**src/hw/rtl/ctsg_pkg.sv**
```systemverilog
package ctsg_pkg;

    localparam int BYTE_W = 8;

    // event kinds carried on s_tuser
    localparam int CMD_W = 2;
    localparam logic [CMD_W-1:0] CMD_PUT      = 2'd0;
    localparam logic [CMD_W-1:0] CMD_TX_EMPTY = 2'd1;
    localparam logic [CMD_W-1:0] CMD_CTS_EDGE = 2'd2;
    localparam logic [CMD_W-1:0] CMD_RX_BYTE  = 2'd3;

    localparam int STATUS_W = 2;
    localparam logic [STATUS_W-1:0] STATUS_OK         = 2'd0;
    localparam logic [STATUS_W-1:0] STATUS_FULL       = 2'd1;
    localparam logic [STATUS_W-1:0] STATUS_UNEXPECTED = 2'd2;

    // handshake state codes as seen on the result
    localparam int LINK_W = 3;
    localparam logic [LINK_W-1:0] LS_READY      = 3'd0;
    localparam logic [LINK_W-1:0] LS_WAITING    = 3'd1;
    localparam logic [LINK_W-1:0] LS_SLOW_BOX   = 3'd2;
    localparam logic [LINK_W-1:0] LS_BOTH_SLOW  = 3'd3;
    localparam logic [LINK_W-1:0] LS_PROCESSING = 3'd4;

    // configuration registers
    localparam int CFG_IDX_W = 1;
    localparam logic [CFG_IDX_W-1:0] CFG_REQ_BYTE  = 1'b0;
    localparam logic [CFG_IDX_W-1:0] CFG_REPLY_LEN = 1'b1;
    localparam logic [BYTE_W-1:0] REQ_BYTE_RST  = 8'h85;
    localparam logic [BYTE_W-1:0] REPLY_LEN_RST = 8'd10;

    // result tdata layout
    localparam int OUT_W      = 16;
    localparam int OUT_TXV    = 0;
    localparam int OUT_BYTE_L = 1;
    localparam int OUT_STAT_L = OUT_BYTE_L + BYTE_W;
    localparam int OUT_LINK_L = OUT_STAT_L + STATUS_W;
    localparam int OUT_BUSY   = OUT_LINK_L + LINK_W;

    typedef struct packed {
        logic              push;
        logic              pop;
        logic [BYTE_W-1:0] data;
    } q_ctrl_t;

    typedef struct packed {
        logic              full;
        logic              avail;
        logic [BYTE_W-1:0] head;
    } q_stat_t;

    typedef struct packed {
        logic                tx_valid;
        logic [BYTE_W-1:0]   tx_byte;
        logic [STATUS_W-1:0] status;
        logic [LINK_W-1:0]   link_state;
        logic                sensor_busy;
    } result_t;

endpackage

```
**src/hw/rtl/ctsg_ram.sv**
```systemverilog
module ctsg_ram #(
    parameter int WIDTH = 8,
    parameter int DEPTH = 64
) (
    input  logic                                   clk,
    input  logic                                   we,
    input  logic [(DEPTH > 1 ? $clog2(DEPTH) : 1)-1:0] waddr,
    input  logic [WIDTH-1:0]                       wdata,
    input  logic [(DEPTH > 1 ? $clog2(DEPTH) : 1)-1:0] raddr,
    output logic [WIDTH-1:0]                       rdata
);

    logic [WIDTH-1:0] mem [DEPTH];
    logic [WIDTH-1:0] rdata_reg;

    always_ff @(posedge clk)
    begin
        if (we)
        begin
            mem[waddr] <= wdata;
        end
        rdata_reg <= mem[raddr];
    end

    assign rdata = rdata_reg;

endmodule

```
**src/hw/rtl/ctsg_queue.sv**
```systemverilog
module ctsg_queue #(
    parameter int DEPTH = 64
) (
    input  logic             clk,
    input  logic             rst_n,
    input  ctsg_pkg::q_ctrl_t ctrl,
    output ctsg_pkg::q_stat_t stat
);

    localparam int AW = (DEPTH > 1) ? $clog2(DEPTH) : 1;
    localparam int CW = $clog2(DEPTH + 1);

    logic [AW-1:0] head_reg, head_next;
    logic [AW-1:0] tail_reg, tail_next;
    logic [CW-1:0] count_reg, count_next;
    logic          byp_valid_reg, byp_valid_next;
    logic [ctsg_pkg::BYTE_W-1:0] byp_data_reg;
    logic [ctsg_pkg::BYTE_W-1:0] rdata;
    logic [ctsg_pkg::BYTE_W-1:0] stored_head;
    logic full, empty, push_ok;

    function automatic logic [AW-1:0] ptr_inc(input logic [AW-1:0] ptr);
        logic [AW-1:0] res;
        if (ptr == AW'(DEPTH - 1))
        begin
            res = '0;
        end
        else
        begin
            res = ptr + 1'b1;
        end
        return res;
    endfunction

    assign full    = (count_reg == CW'(DEPTH));
    assign empty   = (count_reg == '0);
    assign push_ok = ctrl.push && !full;

    // memory read is registered; a write into the address being fetched is forwarded
    assign stored_head = byp_valid_reg ? byp_data_reg : rdata;

    assign stat.full  = full;
    assign stat.avail = !empty || push_ok;
    assign stat.head  = empty ? ctrl.data : stored_head;

    assign head_next      = ctrl.pop ? ptr_inc(head_reg) : head_reg;
    assign tail_next      = push_ok ? ptr_inc(tail_reg) : tail_reg;
    assign count_next     = count_reg + CW'(push_ok) - CW'(ctrl.pop);
    assign byp_valid_next = push_ok && (tail_reg == head_next);

    always_ff @(posedge clk or negedge rst_n)
    begin
        if (!rst_n)
        begin
            head_reg      <= '0;
            tail_reg      <= '0;
            count_reg     <= '0;
            byp_valid_reg <= 1'b0;
        end
        else
        begin
            head_reg      <= head_next;
            tail_reg      <= tail_next;
            count_reg     <= count_next;
            byp_valid_reg <= byp_valid_next;
        end
    end

    always_ff @(posedge clk)
    begin
        byp_data_reg <= ctrl.data;
    end

    ctsg_ram #(
        .WIDTH (ctsg_pkg::BYTE_W),
        .DEPTH (DEPTH)
    ) u_ram (
        .clk   (clk),
        .we    (push_ok),
        .waddr (tail_reg),
        .wdata (ctrl.data),
        .raddr (head_next),
        .rdata (rdata)
    );

endmodule

```
**src/hw/rtl/ctsg_link.sv**
```systemverilog
module ctsg_link (
    input  logic                              clk,
    input  logic                              rst_n,
    input  logic                              cfg_we,
    input  logic [ctsg_pkg::CFG_IDX_W-1:0]    cfg_index,
    input  logic [ctsg_pkg::BYTE_W-1:0]       cfg_data,
    input  logic                              step,
    input  logic [ctsg_pkg::CMD_W-1:0]        cmd,
    input  ctsg_pkg::q_stat_t                 qstat,
    output logic                              pop,
    output ctsg_pkg::result_t                 res
);

    typedef enum logic [ctsg_pkg::LINK_W-1:0] {
        ST_READY      = ctsg_pkg::LS_READY,
        ST_WAITING    = ctsg_pkg::LS_WAITING,
        ST_SLOW_BOX   = ctsg_pkg::LS_SLOW_BOX,
        ST_BOTH_SLOW  = ctsg_pkg::LS_BOTH_SLOW,
        ST_PROCESSING = ctsg_pkg::LS_PROCESSING
    } link_state_t;

    link_state_t state_reg, state_mid, state_next;
    logic        cts_reg, cts_next;
    logic        reading_reg, reading_mid, reading_next;
    logic [ctsg_pkg::BYTE_W-1:0] rcount_reg, rcount_mid, rcount_next;
    logic [ctsg_pkg::BYTE_W-1:0] req_byte_reg, reply_len_reg;
    logic unexpected, drop, reply_done, send;

    always_comb
    begin
        state_mid  = state_reg;
        cts_next   = cts_reg;
        rcount_mid = rcount_reg;
        unexpected = 1'b0;
        drop       = 1'b0;
        case (cmd)
            ctsg_pkg::CMD_PUT:
            begin
                drop = qstat.full;
            end
            ctsg_pkg::CMD_TX_EMPTY:
            begin
                case (state_reg)
                    ST_WAITING:   state_mid = ST_SLOW_BOX;
                    ST_BOTH_SLOW: state_mid = ST_PROCESSING;
                    default:      unexpected = 1'b1;
                endcase
            end
            ctsg_pkg::CMD_CTS_EDGE:
            begin
                cts_next = !cts_reg;
                if (cts_reg)
                begin
                    // line falls
                    case (state_reg)
                        ST_WAITING:  state_mid = ST_BOTH_SLOW;
                        ST_SLOW_BOX: state_mid = ST_PROCESSING;
                        default:     unexpected = 1'b1;
                    endcase
                end
                else
                begin
                    case (state_reg)
                        ST_PROCESSING: state_mid = ST_READY;
                        default:       unexpected = 1'b1;
                    endcase
                end
            end
            ctsg_pkg::CMD_RX_BYTE:
            begin
                rcount_mid = rcount_reg + 1'b1;
            end
            default:
            begin
                unexpected = 1'b0;
            end
        endcase

        reply_done  = (rcount_mid == reply_len_reg);
        rcount_next = reply_done ? '0 : rcount_mid;
        reading_mid = reading_reg && !reply_done;

        send         = (state_mid == ST_READY) && qstat.avail && !reading_mid;
        state_next   = send ? ST_WAITING : state_mid;
        reading_next = send ? (qstat.head == req_byte_reg) : reading_mid;
    end

    assign pop = step && send;

    always_comb
    begin
        res.tx_valid    = send;
        res.tx_byte     = send ? qstat.head : '0;
        res.status      = drop ? ctsg_pkg::STATUS_FULL
                        : (unexpected ? ctsg_pkg::STATUS_UNEXPECTED : ctsg_pkg::STATUS_OK);
        res.link_state  = state_next;
        res.sensor_busy = reading_next;
    end

    always_ff @(posedge clk or negedge rst_n)
    begin
        if (!rst_n)
        begin
            state_reg     <= ST_READY;
            cts_reg       <= 1'b1;
            reading_reg   <= 1'b0;
            rcount_reg    <= '0;
            req_byte_reg  <= ctsg_pkg::REQ_BYTE_RST;
            reply_len_reg <= ctsg_pkg::REPLY_LEN_RST;
        end
        else
        begin
            if (step)
            begin
                state_reg   <= state_next;
                cts_reg     <= cts_next;
                reading_reg <= reading_next;
                rcount_reg  <= rcount_next;
            end
            if (cfg_we)
            begin
                case (cfg_index)
                    ctsg_pkg::CFG_REQ_BYTE:  req_byte_reg  <= cfg_data;
                    ctsg_pkg::CFG_REPLY_LEN: reply_len_reg <= cfg_data;
                    default:                 req_byte_reg  <= req_byte_reg;
                endcase
            end
        end
    end

endmodule

```
**src/hw/rtl/cts_paced_uart_tx_gate.sv**
```systemverilog
// channel   dir  tdata / data                 tuser
// s_        in   [7:0] data_byte              [1:0] command
// m_        out  see m_tdata port comment     -
// cfg_      in   cfg_index, cfg_data          -
//
// one event per cycle sustained while m_ does not stall
// the event is decoded from an input register and the result lands in an output register
// a stalled m_ side holds both registers; s_tready falls only when both are full
// reset clears queue pointers, handshake state, counters, valid flags and config registers to defaults
// queue storage is not cleared and needs no sweep after reset
module cts_paced_uart_tx_gate #(
    parameter int QUEUE_DEPTH = 64
) (
    input  logic                               clk,
    input  logic                               rst_n,
    input  logic                               s_tvalid,
    output logic                               s_tready,
    input  logic [ctsg_pkg::BYTE_W-1:0]        s_tdata,  // data_byte
    input  logic [ctsg_pkg::CMD_W-1:0]         s_tuser,  // command
    output logic                               m_tvalid,
    input  logic                               m_tready,
    // tx_valid, tx_byte[8:1], status[10:9], link_state[13:11], sensor_busy[14], zero
    output logic [ctsg_pkg::OUT_W-1:0]         m_tdata,
    input  logic                               cfg_valid,
    output logic                               cfg_ready,
    input  logic [ctsg_pkg::CFG_IDX_W-1:0]     cfg_index,
    input  logic [ctsg_pkg::BYTE_W-1:0]        cfg_data
);

    logic                          in_valid_reg;
    logic [ctsg_pkg::CMD_W-1:0]    in_cmd_reg;
    logic [ctsg_pkg::BYTE_W-1:0]   in_data_reg;
    logic                          out_valid_reg;
    logic [ctsg_pkg::OUT_W-1:0]    out_data_reg, out_data_next;
    logic advance, step, in_xfer;

    ctsg_pkg::q_ctrl_t qctrl;
    ctsg_pkg::q_stat_t qstat;
    ctsg_pkg::result_t res;
    logic              pop;

    assign advance   = !out_valid_reg || m_tready;
    assign step      = in_valid_reg && advance;
    assign s_tready  = !in_valid_reg || advance;
    assign in_xfer   = s_tvalid && s_tready;
    assign cfg_ready = 1'b1;

    assign qctrl.push = step && (in_cmd_reg == ctsg_pkg::CMD_PUT);
    assign qctrl.pop  = pop;
    assign qctrl.data = in_data_reg;

    ctsg_queue #(
        .DEPTH (QUEUE_DEPTH)
    ) u_queue (
        .clk   (clk),
        .rst_n (rst_n),
        .ctrl  (qctrl),
        .stat  (qstat)
    );

    ctsg_link u_link (
        .clk       (clk),
        .rst_n     (rst_n),
        .cfg_we    (cfg_valid && cfg_ready),
        .cfg_index (cfg_index),
        .cfg_data  (cfg_data),
        .step      (step),
        .cmd       (in_cmd_reg),
        .qstat     (qstat),
        .pop       (pop),
        .res       (res)
    );

    assign out_data_next = {1'b0, res.sensor_busy, res.link_state, res.status,
                            res.tx_byte, res.tx_valid};

    always_ff @(posedge clk or negedge rst_n)
    begin
        if (!rst_n)
        begin
            in_valid_reg  <= 1'b0;
            out_valid_reg <= 1'b0;
        end
        else
        begin
            if (in_xfer)
            begin
                in_valid_reg <= 1'b1;
            end
            else if (step)
            begin
                in_valid_reg <= 1'b0;
            end
            if (advance)
            begin
                out_valid_reg <= in_valid_reg;
            end
        end
    end

    always_ff @(posedge clk)
    begin
        if (in_xfer)
        begin
            in_cmd_reg  <= s_tuser;
            in_data_reg <= s_tdata;
        end
        if (step)
        begin
            out_data_reg <= out_data_next;
        end
    end

    assign m_tvalid = out_valid_reg;
    assign m_tdata  = out_data_reg;

endmodule

```
**config.mk**
```make
export PLATFORM = sky130hd
export DESIGN_NAME = cts_paced_uart_tx_gate
export DESIGN_NICKNAME = d
export VERILOG_FILES = /design/src/hw/rtl/ctsg_pkg.sv /design/src/hw/rtl/ctsg_ram.sv /design/src/hw/rtl/ctsg_queue.sv /design/src/hw/rtl/ctsg_link.sv /design/src/hw/rtl/cts_paced_uart_tx_gate.sv
export SDC_FILE = /design/constraint.sdc
export NUM_CORES = 1
export LEC_CHECK = 0
export ABC_AREA = 1
export ABC_CLOCK_PERIOD_IN_PS = 6800
export BUFFER_PORTS_ARGS = -buffer_cell sky130_fd_sc_hd__buf_2
export CAP_MARGIN = 20
export CORE_ASPECT_RATIO = 0.7
export CORE_MARGIN = 2
export CORE_UTILIZATION = 30
export DETAILED_ROUTE_END_ITERATION = 10
export PLACE_DENSITY_LB_ADDON = 0.12
export SLEW_MARGIN = 20
export SYNTH_ARGS = -nofsm -noshare
export SYNTH_HDL_FRONTEND = slang
export SYNTH_SLANG_ARGS = --single-unit
```
**constraint.sdc**
```tcl
create_clock -name clk -period 6.8 [get_ports clk]
set_input_delay 1.36 -clock clk [delete_from_list [all_inputs] [get_ports clk]]
set_output_delay 1.36 -clock clk [all_outputs]
set_load 0.03 [all_outputs]
```
* Word level (Yosys, flattened, before mapping)
Memories as Yosys holds them, arrays and structs flattened. A register that Yosys moved wholly into a read port is not among the register bits.
Index checks and enable logic that the tools add are counted.
** Storage, ports and cells
- Logic and storage cells :: 91
- Bits in registers :: 84
- Bits in latches :: 0
- Memories :: 1
- ROM bits :: 0
- Bits in writable memories :: 512
- Output and inout port bits :: 19
- Input bits :: 24
** Operators by class
- Shift-type cells :: 0
- Divide/modulo/power cells :: 0
- $lt $le $gt $ge :: 0
- Multipliers :: 0
- Muxes and demuxes :: 25
- Add/sub/neg operators :: 5
- Reduce and logical (&&, ||, !) cells :: 28
- Bitwise logic cells :: 1
- Eq/ne operators :: 13
** Memory list
- u_queue.u_ram.mem :: words 64, bits a word 8, rd ports 1, clocked after Yosys merged registers in 1, write ports 1, RTL line ctsg_ram.sv:13 : logic [WIDTH-1:0] mem [DEPTH];
** Operators by type and width (number)
- 8-bit two-way mux :: 4
- 6-bit two-way mux :: 3
- 3-bit one-hot mux with 2 select lines :: 3
- 8-bit equality test :: 2
- 6-bit by 1-bit adder with 6-bit output (second input constant) :: 2
- 6-bit equality test (second input constant) :: 2
- 1-bit two-way mux :: 10
- 1-bit logical AND :: 9
- 3-bit two-way mux :: 3
- 8-bit by 1-bit adder with 8-bit output (second input constant) :: 1
- 7-bit by 1-bit adder with 7-bit output :: 1
- 7-bit equality test (second input constant) :: 1
- 1-bit zero test :: 7
- 7-bit zero test :: 1
- 7-bit by 1-bit subtractor with 7-bit output :: 1
- 3-bit by 2-bit equality test with 1-bit output (second input constant) :: 2
- 6-bit equality test :: 1
- 2-bit AND reduction :: 3
- 2-bit equality test (second input constant) :: 2
- 2-bit OR reduction :: 2
- 3-bit by 1-bit equality test with 1-bit output (second input constant) :: 1
- 3-bit equality test (second input constant) :: 1
- 3-bit zero test :: 1
- 1-bit logical OR :: 3
- other kinds (6) :: 6

* Longest topological paths before layout
- Depth after elaboration :: 12
- Depth in mapped cells :: 25
- Depth with buffers taken out :: 24

* Hierarchy
From an unflattened synthesis, not the netlist that was laid out.
** Unflattened totals
- Cells, all modules :: 2338
- Area, all modules :: 25753.4 um2
** Modules (own cells, without submodules)
- ctsg_ram :: times used 1, area each 21339.2 um2, cells an instance 1805
- ctsg_link :: times used 1, area each 1918.1 um2, cells an instance 273
- ctsg_queue :: times used 1, area each 1624.1 um2, cells an instance 217
- cts_paced_uart_tx_gate :: times used 1, area each 872.1 um2, cells an instance 43

* Worst setup path before layout
No wires, ideal clock.
- Path kind :: input -> register
- From :: in m_tready
- To :: reg u_queue.count_reg[6]
- Path slack :: 2642 ps
- Cell stages on the path :: 20
- Arrival time :: 4033 ps
- Required time :: 6674 ps
- Path through :: inv_1 -> nand2_1 -> nand2_1 -> nor2_1 -> nand2_1 -> nand3_1 -> nand3_1 -> nor2_1 -> nand3_4 -> inv_2 -> ha_1 -> inv_1 -> ha_1 -> inv_1 -> fa_1 -> o21ai_0 -> nand2_1 -> a21oi_1 -> nor2_1 -> xor2_1
** Between the ends
- Cells in the longest elaborated chain, start to end :: 9
** RTL lines
- from (decl) :: RTL line cts_paced_uart_tx_gate.sv:21 : input logic m_tready,
- 1-bit logical OR (*) :: RTL line cts_paced_uart_tx_gate.sv:42 : assign advance = !out_valid_reg || m_tready;
- 1-bit logical AND (*) :: RTL line cts_paced_uart_tx_gate.sv:43 : assign step = in_valid_reg && advance;
- parallel branches: the longest is 6 deep, another holds 7-bit by 1-bit adder with 7-bit output
- 7-bit by 1-bit subtractor with 7-bit output (*) :: RTL line ctsg_queue.sv:48 : assign count_next = count_reg + CW'(push_ok) - CW'(ctrl.pop);
- net u_queue.count_next[6] :: RTL line ctsg_queue.sv:15 : logic [CW-1:0] count_reg, count_next;
- to (signal assigned) :: RTL line ctsg_queue.sv:64 : count_reg <= count_next;
- to (decl) :: RTL line ctsg_queue.sv:15
Mark *: on every way through the listed nets, which the timed path passes.
A chain may end at the register's enable or synchronous reset.

* Final worst setup path
- From :: reg in_cmd_reg[0] (netlist bit)
- To :: reg u_queue.u_ram.rdata_reg[5] (netlist: u_queue.u_ram.rdata[5]) (read register of u_queue.u_ram.mem)
** Between the ends
- Cells in the longest elaborated chain, start to end :: 9
** RTL lines
- from (decl) :: RTL line cts_paced_uart_tx_gate.sv:31 : logic [ctsg_pkg::CMD_W-1:0] in_cmd_reg;
- from (signal assigned) :: RTL line cts_paced_uart_tx_gate.sv:105 : in_cmd_reg <= s_tuser;
- 2-bit equality test :: RTL line ctsg_link.sv:36 : case (cmd)
- 8-bit two-way mux :: RTL line ctsg_link.sv:36
- 8-bit equality test :: RTL line ctsg_link.sv:79 : reply_done = (rcount_mid == reply_len_reg);
- 1-bit zero test :: RTL line ctsg_link.sv:81 : reading_mid = reading_reg && !reply_done;
- 1-bit logical AND :: RTL line ctsg_link.sv:81
- 1-bit zero test :: RTL line ctsg_link.sv:83 : send = (state_mid == ST_READY) && qstat.avail && !reading_mid;
- 1-bit logical AND (*) :: RTL line ctsg_link.sv:83
- 1-bit logical AND (*) :: RTL line ctsg_link.sv:88 : assign pop = step && send;
- 6-bit two-way mux (*) :: RTL line ctsg_queue.sv:46 : assign head_next = ctrl.pop ? ptr_inc(head_reg) : head_reg;
- to (decl) :: RTL line ctsg_ram.sv:14 : logic [WIDTH-1:0] rdata_reg;
Every way passes the cells marked *; elsewhere a longest branch is shown, timed or not.

==> impl_metrics.env <==
export IMPL_status="finished, final reports clean"
export IMPL_crit_buf_inv=2
export IMPL_maxSlewViolCount=0
export IMPL_required_ps=7310
export IMPL_gr_total_overflow=0
export IMPL_grt_max_degree=131
export IMPL_drive_gt1_share_pct=7.73
export IMPL_clkTransAtPathRegs_ps=60
export IMPL_hold_viol_final=0
export IMPL_synth_top_area_share_pct=59.8
export IMPL_antenna_found_initial=1
export IMPL_relSlewSlack_pct=24.4
export IMPL_p_leak_nw=12.7
export IMPL_via_count=18500
export IMPL_remaining_drc_errors=0
export IMPL_clkPwrFrac_pct=27.7
export IMPL_crit_arrival_ps=5470
export IMPL_boundaryPins=43
export IMPL_postCtsSetupBuffers=0
export IMPL_num_rows=91
export IMPL_synth_edf_count=537
export IMPL_start_util_pct=30.4
export IMPL_layout_common_cells="615 x nand2_1, 537 x edfxtp_1, 530 x nand3_1, 505 x inv_1, 95 x nor2_1"
export IMPL_crit_type="reg -> reg"
export IMPL_insertion_delay_ps=640
export IMPL_cp_cell_sequence="ha_1 -> inv_1 -> nand2_1 -> nand2_1 -> nand2_1 -> nand2_1 -> nand2_1 -> nor2_1 -> nand2_1 -> nor2_1 -> nand2_2 -> nand2_4 -> nand4_2 -> nand2_4 -> buf_12 -> nand2_1 -> nand3_1 -> nand3_1 -> nand3_1 -> nand3_1 -> nand3_1 -> nand2_1"
export IMPL_power_internal_w=0.00755
export IMPL_cts_buffers=61
export IMPL_seq_power_share_pct=34.9
export IMPL_comb_power_share_pct=37.4
export IMPL_place_hpwl_um=48800
export IMPL_clock_path_buffers=3
export IMPL_ir_worst_vdd_mv=0.292
export IMPL_setup_violations=0
export IMPL_synth_area_mm2=0.0270
export IMPL_hold_class="reg -> reg"
export IMPL_r2r_slack_ps=1840
export IMPL_synth_seq_cells=604
export IMPL_layout_commonest_cell="nand2_1"
export IMPL_routed_wl_um=80800
export IMPL_core_mm2=0.0886
export IMPL_cts_resized=0
export IMPL_rsz0062_at_grt="no"
export IMPL_swShare_pct=40.4
export IMPL_grt_usage_pct=17.6
export IMPL_end_kind="flip-flop"
export IMPL_syn_nets=2710
export IMPL_synth_seq_area_share_pct=65.8
export IMPL_clock_sinks=604
export IMPL_wl_per_cell_um=20.7
export IMPL_grt_pass1_wl_um=120000
export IMPL_portBuffers=40
export IMPL_period_needed_ps=4960
export IMPL_dr_pass1_iters=8
export IMPL_timing_fmax_ghz=0.202
export IMPL_regMostFlops="u_queue.u_ram.mem"
export IMPL_synth_cells=2669
export IMPL_post_route_period_util_pct=72.9
export IMPL_start_kind="flip-flop"
export IMPL_worstMarginPinSlew_ps=1130
export IMPL_die_h_um=255
export IMPL_clockRootBuffer="clkbuf_16"
export IMPL_crit_top_cell="nand2_1"
export IMPL_gp_congestion=0.816
export IMPL_ys_flop_type="edfxtp_1"
export IMPL_dieArea_mm2=0.0923
export IMPL_grt_pass1_vias=18100
export IMPL_tns_ps=0
export IMPL_h_tree_depth=2
export IMPL_yosys_warnings=0
export IMPL_cpPeakStageDelay_ps=660
export IMPL_avgSynthCellArea_um2=10.1
export IMPL_via_per_inst=4.73
export IMPL_cp_top_family="simple AND/OR/NAND/NOR gates"
export IMPL_power_density_mw_per_mm2=415
export IMPL_net_switching_power_w=0.00512
export IMPL_yosys_area_top_type="edfxtp_1"
export IMPL_cp_max_fo=96
export IMPL_postCtsHoldBufs=0
export IMPL_hold_ws_ps=500
export IMPL_drv_cap=0
export IMPL_cts_tree="built"
export IMPL_ys_types=41
export IMPL_n_antenna_cell=0
export IMPL_area_growth_syn_to_layout_pct=13.3
export IMPL_async_flop_share_pct=8.44
export IMPL_finClkSkew_ps=20.9
export IMPL_final_nets=2734
export IMPL_detail_route_antenna_nets=0
export IMPL_die_x_um=362
export IMPL_cp_slowest_cell="nand2_4"
export IMPL_synth_area_leaders="edfxtp_1 60%, nand3_1 9.8%, nand2_1 8.6%, inv_1 7.0%, dfrtp_1 4.2%"
export IMPL_first_iter_violations=1992
export IMPL_largest_reg_flops=512
## power by group through the flow
stage	registers (W)	logic, W	clock network, W
5_1_grt	0.00444	0.00525	0.00374
6_report	0.00443	0.00473	0.00351
3_5_place_dp	0.00450	0.00473	0
4_1_cts	0.00442	0.00474	0.00359
3_3_place_gp	0.00450	0.00474	0
2_1_floorplan	0.00452	0.00303	0
## per-stage QoR
step	cells	setup WS [ps]	total power (W)	utilization (%)	instance area [µm²]
after floorplan	2669	2640	0.00755	-	27000
after global placement	3791	1340	0.00924	32.2	28500
after detailed placement	3791	1310	0.00923	32.2	28500
after CTS	3905	1910	0.0128	34.5	30500
after global routing	3906	1420	0.0134	34.5	30500
final	3906	1840	0.0127	34.5	30500
## cells in the mapped netlist, types with 16 or more instances
library cell / instances
dfrtp_1: 45
dfxtp_1: 16
buf_2: 77
nand3b_1: 42
edfxtp_1: 537
nand2_1: 618
clkbuf_1: 36
inv_1: 505
o21ai_0: 51
nand3_1: 530
ha_1: 16
nor2_1: 95
## logic make-up after synthesis
logic type,count (synthesis),synth area share [%]
buffers and inverters,635,9.31
AOI/OAI and AO/OA,71,1.42
xor gates and xnor gates,19,0.645
adders and majority gates,17,0.817
and+or+nand+nor,1313,21.7
DFF,604,65.8
other,2,0.0279
muxes,8,0.297
## worst paths after layout
path / depth (start not counted) / start / endpoint
max in group asynchronous: 2 / rst_n / u_queue.tail_reg[5]
setup / recovery: 22 / in_cmd_reg[0] / u_queue.u_ram.rdata[5]
hold / removal: 2 / u_link.reply_len_reg[1] / u_link.reply_len_reg[1]
hold reg to reg: 2 / u_link.reply_len_reg[1] / u_link.reply_len_reg[1]
setup reg to reg: 22 / in_cmd_reg[0] / u_queue.u_ram.rdata[5]
min in group asynchronous: 2 / rst_n / u_link.reply_len_reg[0]
## area by class of cell
cell class,instances,area (µm²)
Tap cell,1162,1450
Inverter,513,1930
Clock buffer,75,1660
Fill cell,8992,58000
Multi-Input combinational cell,1430,6770
Sequential cell,604,17700
Timing Repair Buffer,83,623
Clock inverter,39,377
## tightest hold or removal path, delay by kind of cell (launching register included)
family          cells  cell delay, ps
simple gates        1              50
flops               1             370
compound gates      1              70
## metal layers
| metal | wire, µm | GRT usage [%] | vias to the layer above |
|---|---|---|---|
| met5 | 0 | 0 | - |
| met4 | 1450 | 3.75 | 0 |
| met3 | 4820 | 3.28 | 98 |
| met2 | 34200 | 25.9 | 482 |
| met1 | 40300 | 26.7 | 9147 |
| li1 | - | - | 8764 |
Note: power is estimated with default switching activity, not from simulation.
